==> src/hw/rtl/taehd_pkg.sv <==
// Package for the two-axis encoder homing drive: field widths, bus layout,
// register indexes, reset values and direction codes. No dependencies.
`default_nettype none

package taehd_pkg;

  // Parameter defaults
  localparam int unsigned POS_BITS_DEF  = 32;
  localparam int unsigned DUTY_BITS_DEF = 14;

  // Field widths
  localparam int unsigned COUNT_W     = 16;
  localparam int unsigned DRIVE_W     = 16;
  localparam int unsigned DUTY_FIELD_W = 14;
  localparam int unsigned DIR_W       = 2;
  localparam int unsigned POS_FIELD_W = 32;
  localparam int unsigned RUN_W       = 8;
  localparam int unsigned TOL_W       = 16;

  // Configuration port
  localparam int unsigned CFG_INDEX_W = 2;
  localparam int unsigned CFG_DATA_W  = 16;

  localparam logic [CFG_INDEX_W-1:0] REG_PWM_PERIOD      = 2'd0;
  localparam logic [CFG_INDEX_W-1:0] REG_HOME_DUTY       = 2'd1;
  localparam logic [CFG_INDEX_W-1:0] REG_STABLE_REQUIRED = 2'd2;
  localparam logic [CFG_INDEX_W-1:0] REG_STILL_TOLERANCE = 2'd3;

  localparam logic [DUTY_FIELD_W-1:0] PWM_PERIOD_RST      = 14'd1000;
  localparam logic [DUTY_FIELD_W-1:0] HOME_DUTY_RST       = 14'd200;
  localparam logic [RUN_W-1:0]        STABLE_REQUIRED_RST = 8'd5;
  localparam logic [TOL_W-1:0]        STILL_TOLERANCE_RST = 16'd0;

  localparam logic [COUNT_W-1:0] LAST_COUNT_RST = 16'hFFFF;

  // Direction codes (yaw and pitch motors are wired with opposite sense)
  localparam logic [DIR_W-1:0] DIR_YAW_REV   = 2'd1;
  localparam logic [DIR_W-1:0] DIR_YAW_FWD   = 2'd2;
  localparam logic [DIR_W-1:0] DIR_PITCH_FWD = 2'd1;
  localparam logic [DIR_W-1:0] DIR_PITCH_REV = 2'd2;

  // Input bus layout
  localparam int unsigned IN_TDATA_W = 64;
  localparam int unsigned IN_TUSER_W = 1;

  // Output bus layout
  localparam int unsigned OUT_DUTY_YAW_LSB   = 0;
  localparam int unsigned OUT_DIR_YAW_LSB    = 14;
  localparam int unsigned OUT_DUTY_PITCH_LSB = 16;
  localparam int unsigned OUT_DIR_PITCH_LSB  = 30;
  localparam int unsigned OUT_YPOS_LSB       = 32;
  localparam int unsigned OUT_PPOS_LSB       = 64;
  localparam int unsigned OUT_HOMING_BIT     = 96;
  localparam int unsigned OUT_DONE_BIT       = 97;
  localparam int unsigned OUT_USED_W         = 98;
  localparam int unsigned OUT_TDATA_W        = 104;

endpackage

`default_nettype wire

==> src/hw/rtl/two_axis_encoder_homing_drive.sv <==
// Two-axis encoder homing drive: encoder unwrap, hard-stop homing sequencer
// and Q15-to-duty conversion in one pipelined module. Depends on taehd_pkg.
`default_nettype none

// One input transaction is one control sample: two raw wrapping 16-bit
// encoder counts, a start-homing flag and two signed Q15 drive requests. One
// result transaction leaves for every sample, in order. The block takes a
// new sample every clock cycle unless the output stalls. A sample passes
// a two-register pipeline (input register, then result register), and the
// position accumulators and homing counter advance as it enters the result
// register. in_tready drops only while both registers are full and
// out_tready is low. Each count is unwrapped by the signed modulo 65536
// step from the previous count into a POSITION_BITS-wide position
// (after reset the previous count is 0xFFFF and positions are 0). A sample
// with start_home set begins homing: both axes are driven in reverse at
// home_duty. Once both axes move no more than still_tolerance counts per
// sample for stable_required samples in a row, the result shows duty 0,
// both positions 0, homing_active 0 and home_done 1. Outside homing,
// duty = floor(|drive| * pwm_period / 2^15), saturated to 2^DUTY_BITS - 1.
// Write configuration only while no transaction is in flight.
module two_axis_encoder_homing_drive
  import taehd_pkg::*;
#(
  parameter int unsigned POSITION_BITS = POS_BITS_DEF,  // 17..64
  parameter int unsigned DUTY_BITS     = DUTY_BITS_DEF  // 8..16
) (
  input  wire                        clk,
  input  wire                        rst_n,
  // Configuration write port
  input  wire                        cfg_we,
  input  wire  [CFG_INDEX_W-1:0]     cfg_index,
  input  wire  [CFG_DATA_W-1:0]      cfg_data,
  // Sample input
  input  wire                        in_tvalid,
  output logic                       in_tready,
  // [15:0] yaw_enc, [31:16] pitch_enc, [47:32] drive_yaw, [63:48] drive_pitch
  input  wire  [IN_TDATA_W-1:0]      in_tdata,
  // [0] start_home
  input  wire  [IN_TUSER_W-1:0]      in_tuser,
  // Result output
  output logic                       out_tvalid,
  input  wire                        out_tready,
  // [13:0] yaw_duty, [15:14] yaw_dir, [29:16] pitch_duty, [31:30] pitch_dir,
  // [63:32] yaw_position, [95:64] pitch_position, [96] homing_active,
  // [97] home_done, [103:98] zero
  output logic [OUT_TDATA_W-1:0]     out_tdata
);

  localparam int unsigned EXT_W = (POSITION_BITS > POS_FIELD_W) ? POSITION_BITS : POS_FIELD_W;
  localparam int unsigned MAG_W = COUNT_W + 1;
  localparam int unsigned PROD_W = MAG_W + DUTY_FIELD_W;
  localparam logic [MAG_W-1:0] DUTY_MAX = MAG_W'((1 << DUTY_BITS) - 1);

  // ---------------------------------------------------------------------------
  // Configuration registers
  // ---------------------------------------------------------------------------
  logic [DUTY_FIELD_W-1:0] pwm_period_r;
  logic [DUTY_FIELD_W-1:0] home_duty_r;
  logic [RUN_W-1:0]        stable_req_r;
  logic [TOL_W-1:0]        still_tol_r;

  always_ff @(posedge clk) begin
    if (!rst_n) begin
      pwm_period_r <= PWM_PERIOD_RST;
      home_duty_r  <= HOME_DUTY_RST;
      stable_req_r <= STABLE_REQUIRED_RST;
      still_tol_r  <= STILL_TOLERANCE_RST;
    end else if (cfg_we) begin
      // mask each write to the register's width
      unique case (cfg_index)
        REG_PWM_PERIOD:      pwm_period_r <= cfg_data[DUTY_FIELD_W-1:0];
        REG_HOME_DUTY:       home_duty_r  <= cfg_data[DUTY_FIELD_W-1:0];
        REG_STABLE_REQUIRED: stable_req_r <= cfg_data[RUN_W-1:0];
        REG_STILL_TOLERANCE: still_tol_r  <= cfg_data[TOL_W-1:0];
      endcase
    end
  end

  // ---------------------------------------------------------------------------
  // Pipeline flow control
  // ---------------------------------------------------------------------------
  logic s1_valid_r;
  logic out_valid_r;
  logic out_free;
  logic s1_adv;

  // The result register can take a new transaction when empty or draining.
  assign out_free  = !out_valid_r || out_tready;
  assign s1_adv    = s1_valid_r && out_free;
  assign in_tready = !s1_valid_r || out_free;

  always_ff @(posedge clk) begin
    if (!rst_n) begin
      s1_valid_r  <= 1'b0;
      out_valid_r <= 1'b0;
    end else begin
      if (in_tready) begin
        s1_valid_r <= in_tvalid;
      end
      if (out_free) begin
        out_valid_r <= s1_valid_r;
      end
    end
  end

  // ---------------------------------------------------------------------------
  // Input register: hold the sample fields
  // ---------------------------------------------------------------------------
  logic [COUNT_W-1:0]        s1_ycnt_r;
  logic [COUNT_W-1:0]        s1_pcnt_r;
  logic                      s1_start_r;
  logic signed [DRIVE_W-1:0] s1_dy_r;
  logic signed [DRIVE_W-1:0] s1_dp_r;

  always_ff @(posedge clk) begin
    if (in_tvalid && in_tready) begin
      s1_ycnt_r  <= in_tdata[15:0];
      s1_pcnt_r  <= in_tdata[31:16];
      s1_dy_r    <= in_tdata[47:32];
      s1_dp_r    <= in_tdata[63:48];
      s1_start_r <= in_tuser[0];
    end
  end

  // ---------------------------------------------------------------------------
  // Sample state: previous counts, positions, homing sequencer
  // ---------------------------------------------------------------------------
  logic [COUNT_W-1:0]       last_yaw_r;
  logic [COUNT_W-1:0]       last_pitch_r;
  logic [POSITION_BITS-1:0] yaw_acc_r;
  logic [POSITION_BITS-1:0] pitch_acc_r;
  logic                     homing_r;
  logic [RUN_W-1:0]         still_run_r;

  logic [POSITION_BITS-1:0] yaw_acc_nxt;
  logic [POSITION_BITS-1:0] pitch_acc_nxt;
  logic                     homing_nxt;
  logic [RUN_W-1:0]         still_run_nxt;

  // Unwrap: the 16-bit difference read as signed is the step.
  logic [COUNT_W-1:0] ystep;
  logic [COUNT_W-1:0] pstep;
  logic [MAG_W-1:0]   ymag;
  logic [MAG_W-1:0]   pmag;
  logic               both_still;
  logic [RUN_W-1:0]   run_inc;
  logic               done;

  assign ystep = s1_ycnt_r - last_yaw_r;
  assign pstep = s1_pcnt_r - last_pitch_r;
  assign ymag  = ystep[COUNT_W-1] ? (MAG_W'(1) << COUNT_W) - {1'b0, ystep} : {1'b0, ystep};
  assign pmag  = pstep[COUNT_W-1] ? (MAG_W'(1) << COUNT_W) - {1'b0, pstep} : {1'b0, pstep};

  assign both_still = (ymag <= {1'b0, still_tol_r}) && (pmag <= {1'b0, still_tol_r});

  // Count still samples, saturating; any movement restarts the run.
  assign run_inc = !both_still ? '0 :
                   (still_run_r == {RUN_W{1'b1}}) ? still_run_r : still_run_r + 1'b1;

  // A start sample only sets the baseline and is never judged.
  assign done = !s1_start_r && homing_r && (run_inc >= stable_req_r);

  always_comb begin
    logic [POSITION_BITS-1:0] ysum;
    logic [POSITION_BITS-1:0] psum;
    ysum = yaw_acc_r + {{(POSITION_BITS-COUNT_W){ystep[COUNT_W-1]}}, ystep};
    psum = pitch_acc_r + {{(POSITION_BITS-COUNT_W){pstep[COUNT_W-1]}}, pstep};

    yaw_acc_nxt   = done ? '0 : ysum;
    pitch_acc_nxt = done ? '0 : psum;

    if (s1_start_r) begin
      homing_nxt    = 1'b1;
      still_run_nxt = '0;
    end else if (homing_r) begin
      homing_nxt    = !done;
      still_run_nxt = done ? '0 : run_inc;
    end else begin
      homing_nxt    = 1'b0;
      still_run_nxt = still_run_r;
    end
  end

  // Advance the state only when the sample moves into the result register.
  always_ff @(posedge clk) begin
    if (!rst_n) begin
      last_yaw_r   <= LAST_COUNT_RST;
      last_pitch_r <= LAST_COUNT_RST;
      yaw_acc_r    <= '0;
      pitch_acc_r  <= '0;
      homing_r     <= 1'b0;
      still_run_r  <= '0;
    end else if (s1_adv) begin
      last_yaw_r   <= s1_ycnt_r;
      last_pitch_r <= s1_pcnt_r;
      yaw_acc_r    <= yaw_acc_nxt;
      pitch_acc_r  <= pitch_acc_nxt;
      homing_r     <= homing_nxt;
      still_run_r  <= still_run_nxt;
    end
  end

  // ---------------------------------------------------------------------------
  // Drive conversion: |Q15| * period >> 15, saturated
  // ---------------------------------------------------------------------------
  logic [MAG_W-1:0]        dmag_y;
  logic [MAG_W-1:0]        dmag_p;
  logic [PROD_W-1:0]       prod_y;
  logic [PROD_W-1:0]       prod_p;
  logic [MAG_W-1:0]        dfull_y;
  logic [MAG_W-1:0]        dfull_p;
  logic [DUTY_BITS-1:0]    dsat_y;
  logic [DUTY_BITS-1:0]    dsat_p;
  logic [DUTY_BITS-1:0]    hsat;

  assign dmag_y = s1_dy_r[DRIVE_W-1] ? (MAG_W'(1) << DRIVE_W) - {1'b0, s1_dy_r}
                                     : {1'b0, s1_dy_r};
  assign dmag_p = s1_dp_r[DRIVE_W-1] ? (MAG_W'(1) << DRIVE_W) - {1'b0, s1_dp_r}
                                     : {1'b0, s1_dp_r};

  assign prod_y = PROD_W'(dmag_y) * PROD_W'(pwm_period_r);
  assign prod_p = PROD_W'(dmag_p) * PROD_W'(pwm_period_r);

  assign dfull_y = MAG_W'(prod_y >> 15);
  assign dfull_p = MAG_W'(prod_p >> 15);

  assign dsat_y = (dfull_y > DUTY_MAX) ? DUTY_BITS'(DUTY_MAX) : DUTY_BITS'(dfull_y);
  assign dsat_p = (dfull_p > DUTY_MAX) ? DUTY_BITS'(DUTY_MAX) : DUTY_BITS'(dfull_p);
  assign hsat   = (MAG_W'(home_duty_r) > DUTY_MAX) ? DUTY_BITS'(DUTY_MAX)
                                                   : DUTY_BITS'(home_duty_r);

  // ---------------------------------------------------------------------------
  // Result selection
  // ---------------------------------------------------------------------------
  logic [DUTY_FIELD_W-1:0] yaw_duty;
  logic [DUTY_FIELD_W-1:0] pitch_duty;
  logic [DIR_W-1:0]        yaw_dir;
  logic [DIR_W-1:0]        pitch_dir;
  logic signed [EXT_W-1:0] ypos_ext;
  logic signed [EXT_W-1:0] ppos_ext;

  always_comb begin
    if (homing_nxt) begin
      // reverse both axes into the hard stops
      yaw_duty   = DUTY_FIELD_W'(hsat);
      pitch_duty = DUTY_FIELD_W'(hsat);
      yaw_dir    = DIR_YAW_REV;
      pitch_dir  = DIR_PITCH_REV;
    end else if (done) begin
      yaw_duty   = '0;
      pitch_duty = '0;
      yaw_dir    = DIR_YAW_FWD;
      pitch_dir  = DIR_PITCH_FWD;
    end else begin
      yaw_duty   = DUTY_FIELD_W'(dsat_y);
      pitch_duty = DUTY_FIELD_W'(dsat_p);
      yaw_dir    = s1_dy_r[DRIVE_W-1] ? DIR_YAW_REV : DIR_YAW_FWD;
      pitch_dir  = s1_dp_r[DRIVE_W-1] ? DIR_PITCH_REV : DIR_PITCH_FWD;
    end
  end

  // Sign-extend narrow accumulators, drop the top of wide ones.
  assign ypos_ext = EXT_W'($signed(yaw_acc_nxt));
  assign ppos_ext = EXT_W'($signed(pitch_acc_nxt));

  // ---------------------------------------------------------------------------
  // Result register
  // ---------------------------------------------------------------------------
  logic [OUT_TDATA_W-1:0] out_tdata_r;

  always_ff @(posedge clk) begin
    if (s1_adv) begin
      out_tdata_r <= {(OUT_TDATA_W-OUT_USED_W)'(0), done, homing_nxt,
                      ppos_ext[POS_FIELD_W-1:0], ypos_ext[POS_FIELD_W-1:0],
                      pitch_dir, pitch_duty, yaw_dir, yaw_duty};
    end
  end

  assign out_tvalid = out_valid_r;
  assign out_tdata  = out_tdata_r;

endmodule

`default_nettype wire

==> config.mk <==
export PLATFORM = sky130hd
export DESIGN_NAME = two_axis_encoder_homing_drive
export DESIGN_NICKNAME = d
export VERILOG_FILES = /design/src/hw/rtl/taehd_pkg.sv /design/src/hw/rtl/two_axis_encoder_homing_drive.sv
export SDC_FILE = /design/constraint.sdc
export NUM_CORES = 2
export LEC_CHECK = 0
export ABC_AREA = 1
export BUFFER_PORTS_ARGS = -buffer_cell sky130_fd_sc_hd__clkbuf_2
export CAP_MARGIN = 20
export CORE_MARGIN = 8
export CORE_UTILIZATION = 55
export CTS_CLUSTER_DIAMETER = 40
export DETAILED_ROUTE_END_ITERATION = 8
export GPL_ROUTABILITY_DRIVEN = 1
export GPL_TIMING_DRIVEN = 0
export HOLD_SLACK_MARGIN = 0.15
export PLACE_DENSITY = 0.81
export SLEW_MARGIN = 10
export SYNTH_ARGS = -nofsm -noshare
export SYNTH_HDL_FRONTEND = slang
export SYNTH_SLANG_ARGS = --single-unit
==> constraint.sdc <==
create_clock -name clk -period 9.5 [get_ports clk]
set_input_delay 1.9 -clock clk [delete_from_list [all_inputs] [get_ports clk]]
set_output_delay 1.9 -clock clk [all_outputs]
set_load 0.01 [all_outputs]
==> flow_summary.json <==
{
  "cts-htree-levels": 2,
  "cts_buffers": 59,
  "fin_cells": 5854,
  "slew_headroom_pct": 24.07,
  "dp_cells": 5739,
  "worstSetupStartpointType": "register",
  "seq_area_frac_synth_pct": 22.90,
  "grt_pass1_vias": 33000,
  "cts.path.max_buffers": 3,
  "final_nets": 5712,
  "drv_cap": 0,
  "remaining_drc_errors": 0,
  "antenna_left": 0,
  "p_per_area_nw_per_um2": 370.5,
  "clk_latency_ns": 0.67,
  "die_area_um2": 72490,
  "slowest_delay_ns": 0.76,
  "whs_path_depth": 2,
  "ys_warn_count": 0,
  "antenna_found_initial": 8,
  "cts_tree": "built",
  "drtPass1Iterations": 6,
  "holdCritPathClass": "reg2reg",
  "r2r_cells": 36,
  "end_kind": "register",
  "initial_core_util_pct": 55.22,
  "final-seq-area_um2": 8078,
  "ctsHoldBuffers": 0,
  "syn2layout_area_growth_pct": 12.15,
  "ys_top_cells_by_count": "nand2_1 (1,033), inv_1 (894), nor2_1 (485)",
  "die_h_um": 269.2,
  "syn-cell-area_um2": 35270,
  "fin_skew_ns": 0.06349,
  "place.gp.congestion": 1.006,
  "cts_sinks": 322,
  "setup_viol": 0,
  "first_iter_violations": 2593,
  "synth_edf_count": 163,
  "portBuffers": 186,
  "path_clk_slew_ns": 0.06,
  "yosys-top-cells-area": "fa_1 (20%), edfxtp_1 (14%), ha_1 (11%), nand2_1 (11%), inv_1 (9.5%)",
  "viasPerCell": 5.520,
  "status": "finished clean",
  "tns_ns": 0,
  "num_rows": 93,
  "die_w_um": 269.2,
  "hp-start": "home_duty_r[7]",
  "ys_ff_latch": 322,
  "finalWirelength_um": 110700,
  "post_cts_resized": 0,
  "fmax_mhz": 115.3,
  "layout-drive-gt1-share_pct": 7.626,
  "syn_inst": 4663,
  "ys.flop_type": "edfxtp_1",
  "synth.distinct_cells": 48,
  "tightestPinTransition_ns": 1.139,
  "async_flop_share_pct": 0,
  "design.core.area_um2": 63880,
  "rrSetupSlack_ns": 0.82,
  "wl_per_cell_um": 18.92,
  "rr_endpoint": "out_tdata[1]",
  "grt_max_degree": 59,
  "grt_util_all_layers_pct": 30.16,
  "synth.avg_cell_area_um2": 7.565,
  "ios": 194,
  "cts-root-buf": "clkbuf_16",
  "p_leak_uw": 0.02042,
  "r2r_start": "s1_dy_r[0]",
  "crit_top_cell": "nand2_1",
  "grt_pass1_wl_um": 175100,
  "num-fill-cells": 5637,
  "worstPathMaxFanout": 10,
  "dp_hpwl_um": 89240,
  "final_max_slew_viol_count": 0,
  "worstSetupPathType": "reg2reg",
  "yosysTopAreaCell": "fa_1",
  "cts_setup_buffers": 0,
  "multi_input_area_um2": 23350,
  "cp.arrival_ns": 8.99,
  "synth_most_common_cell": "nand2_1",
  "num_vias": 32310,
  "slowest_stage": "xnor2_1",
  "hold_viol_final": 0,
  "min_to": "home_duty_r[7]",
  "ir_worst_vdd_uv": 477.1,
  "min_period_over_period_pct": 91.33,
  "synth.top_cell.area_share_pct": 20.20,
  "min_period_ns": 8.677,
  "rsz0062_at_grt": "no",
  "gr-total-overflow": 0,
  "critPathRequiredTime_ns": 9.81
}
[final cells by class]
cell class | count | share of cell area, %
Buffer | 126 | 1.395
Sequential cell | 322 | 20.42
Clock inverter | 50 | 1.436
Timing Repair Buffer | 189 | 2.543
Multi-Input combinational cell | 3336 | 59.02
Antenna cell | 3 | 0.01898
Inverter | 911 | 8.654
Tap cell | 855 | 2.704
Clock buffer | 62 | 3.811
[layer usage]
layer	up-vias	global-route usage (%)	routed length, um
li1	15230	-	-
met1	15210	35.12	42260
met2	1462	49.33	50530
met3	405	8.966	10650
met4	8	17.27	7243
met5	-	0	50
[worst max-delay path by stage]
stage                     from             to  slack [ns]
floorplan           s1_dy_r[0]   out_tdata[4]        2.54
global placement    out_tready  yaw_acc_r[22]        1.10
detailed placement  s1_dy_r[0]   out_tdata[1]        1.16
CTS                 s1_dy_r[0]   out_tdata[1]        1.01
global route        s1_dy_r[0]   out_tdata[1]        0.24
finish              s1_dy_r[0]   out_tdata[1]        0.82
[placed cells by master (no fill, tap or decap), types with 48 or more instances in the layout]
master	n
nand2_1	1033
inv_1	893
nor2_1	485
fa_1	356
ha_1	323
a21oi_1	292
nand3_1	238
o21ai_0	202
clkbuf_2	186
edfxtp_1	163
dfxtp_1	159
clkbuf_1	99
clkbuf_16	59
xor2_1	48
[state kept, by name, indices dropped and copies added, names as in the netlist, 8 cells and up]
name	cells
pwm_period_r	14
out_tdata	98
s1_pcnt_r	16
s1_ycnt_r	16
home_duty_r	14
still_tol_r	16
stable_req_r	8
still_run_r	8
pitch_acc_r	32
last_pitch_r	16
s1_dy_r	16
last_yaw_r	16
yaw_acc_r	32
s1_dp_r	16
[kinds of logic (layout without fill, tap and decap cells)]
logic type / after synthesis / after routing / share of synthesized area [%]
xor+xnor: 80 / 80 / 2.008
compound gates: 609 / 609 / 9.386
fa+ha+maj: 679 / 679 / 31.66
simple gates: 1934 / 1934 / 22.77
flops: 322 / 322 / 22.90
other cells: 2 / 37 / 0.02129
buf+inv: 1037 / 1338 / 11.25
[worst max-delay path, delay by kind of cell (launching register included)]
| family | cells | cell delay, ns |
|---|---|---|
| adder cells (fa/ha/maj) | 8 | 3.36 |
| buffers and inverters | 11 | 1.75 |
| flip-flops | 1 | 0.33 |
| XOR/XNOR | 1 | 0.76 |
| AND/OR/NAND/NOR | 16 | 2.10 |
[metrics by stage]
step	util [%]	power, uW	area (um^2)	setup WS (ns)	hold slack (ns)
CTS	61.91	14460	39550	1.012	0.4575
global route	61.92	16040	39560	0.2403	0.4872
floorplan	-	9231	35390	2.543	0.4292
global placement	58.54	12070	37390	1.103	0.4376
detailed placement	58.66	12150	37480	1.159	0.4426
finish	61.92	14660	39560	0.8235	0.4550
[report_power, final]
| part | leakage [uW] | internal [uW] | switching, uW | total [uW] |
|---|---|---|---|---|
| sequential | 0.00286 | 1700 | 64.1 | 1760 |
| clock | 0.000990 | 1290 | 896 | 2180 |
| combinational | 0.0166 | 3660 | 7050 | 10700 |
| total | 0.0204 | 6640 | 8010 | 14700 |
No activity file was read; power rests on OpenSTA's default activity.
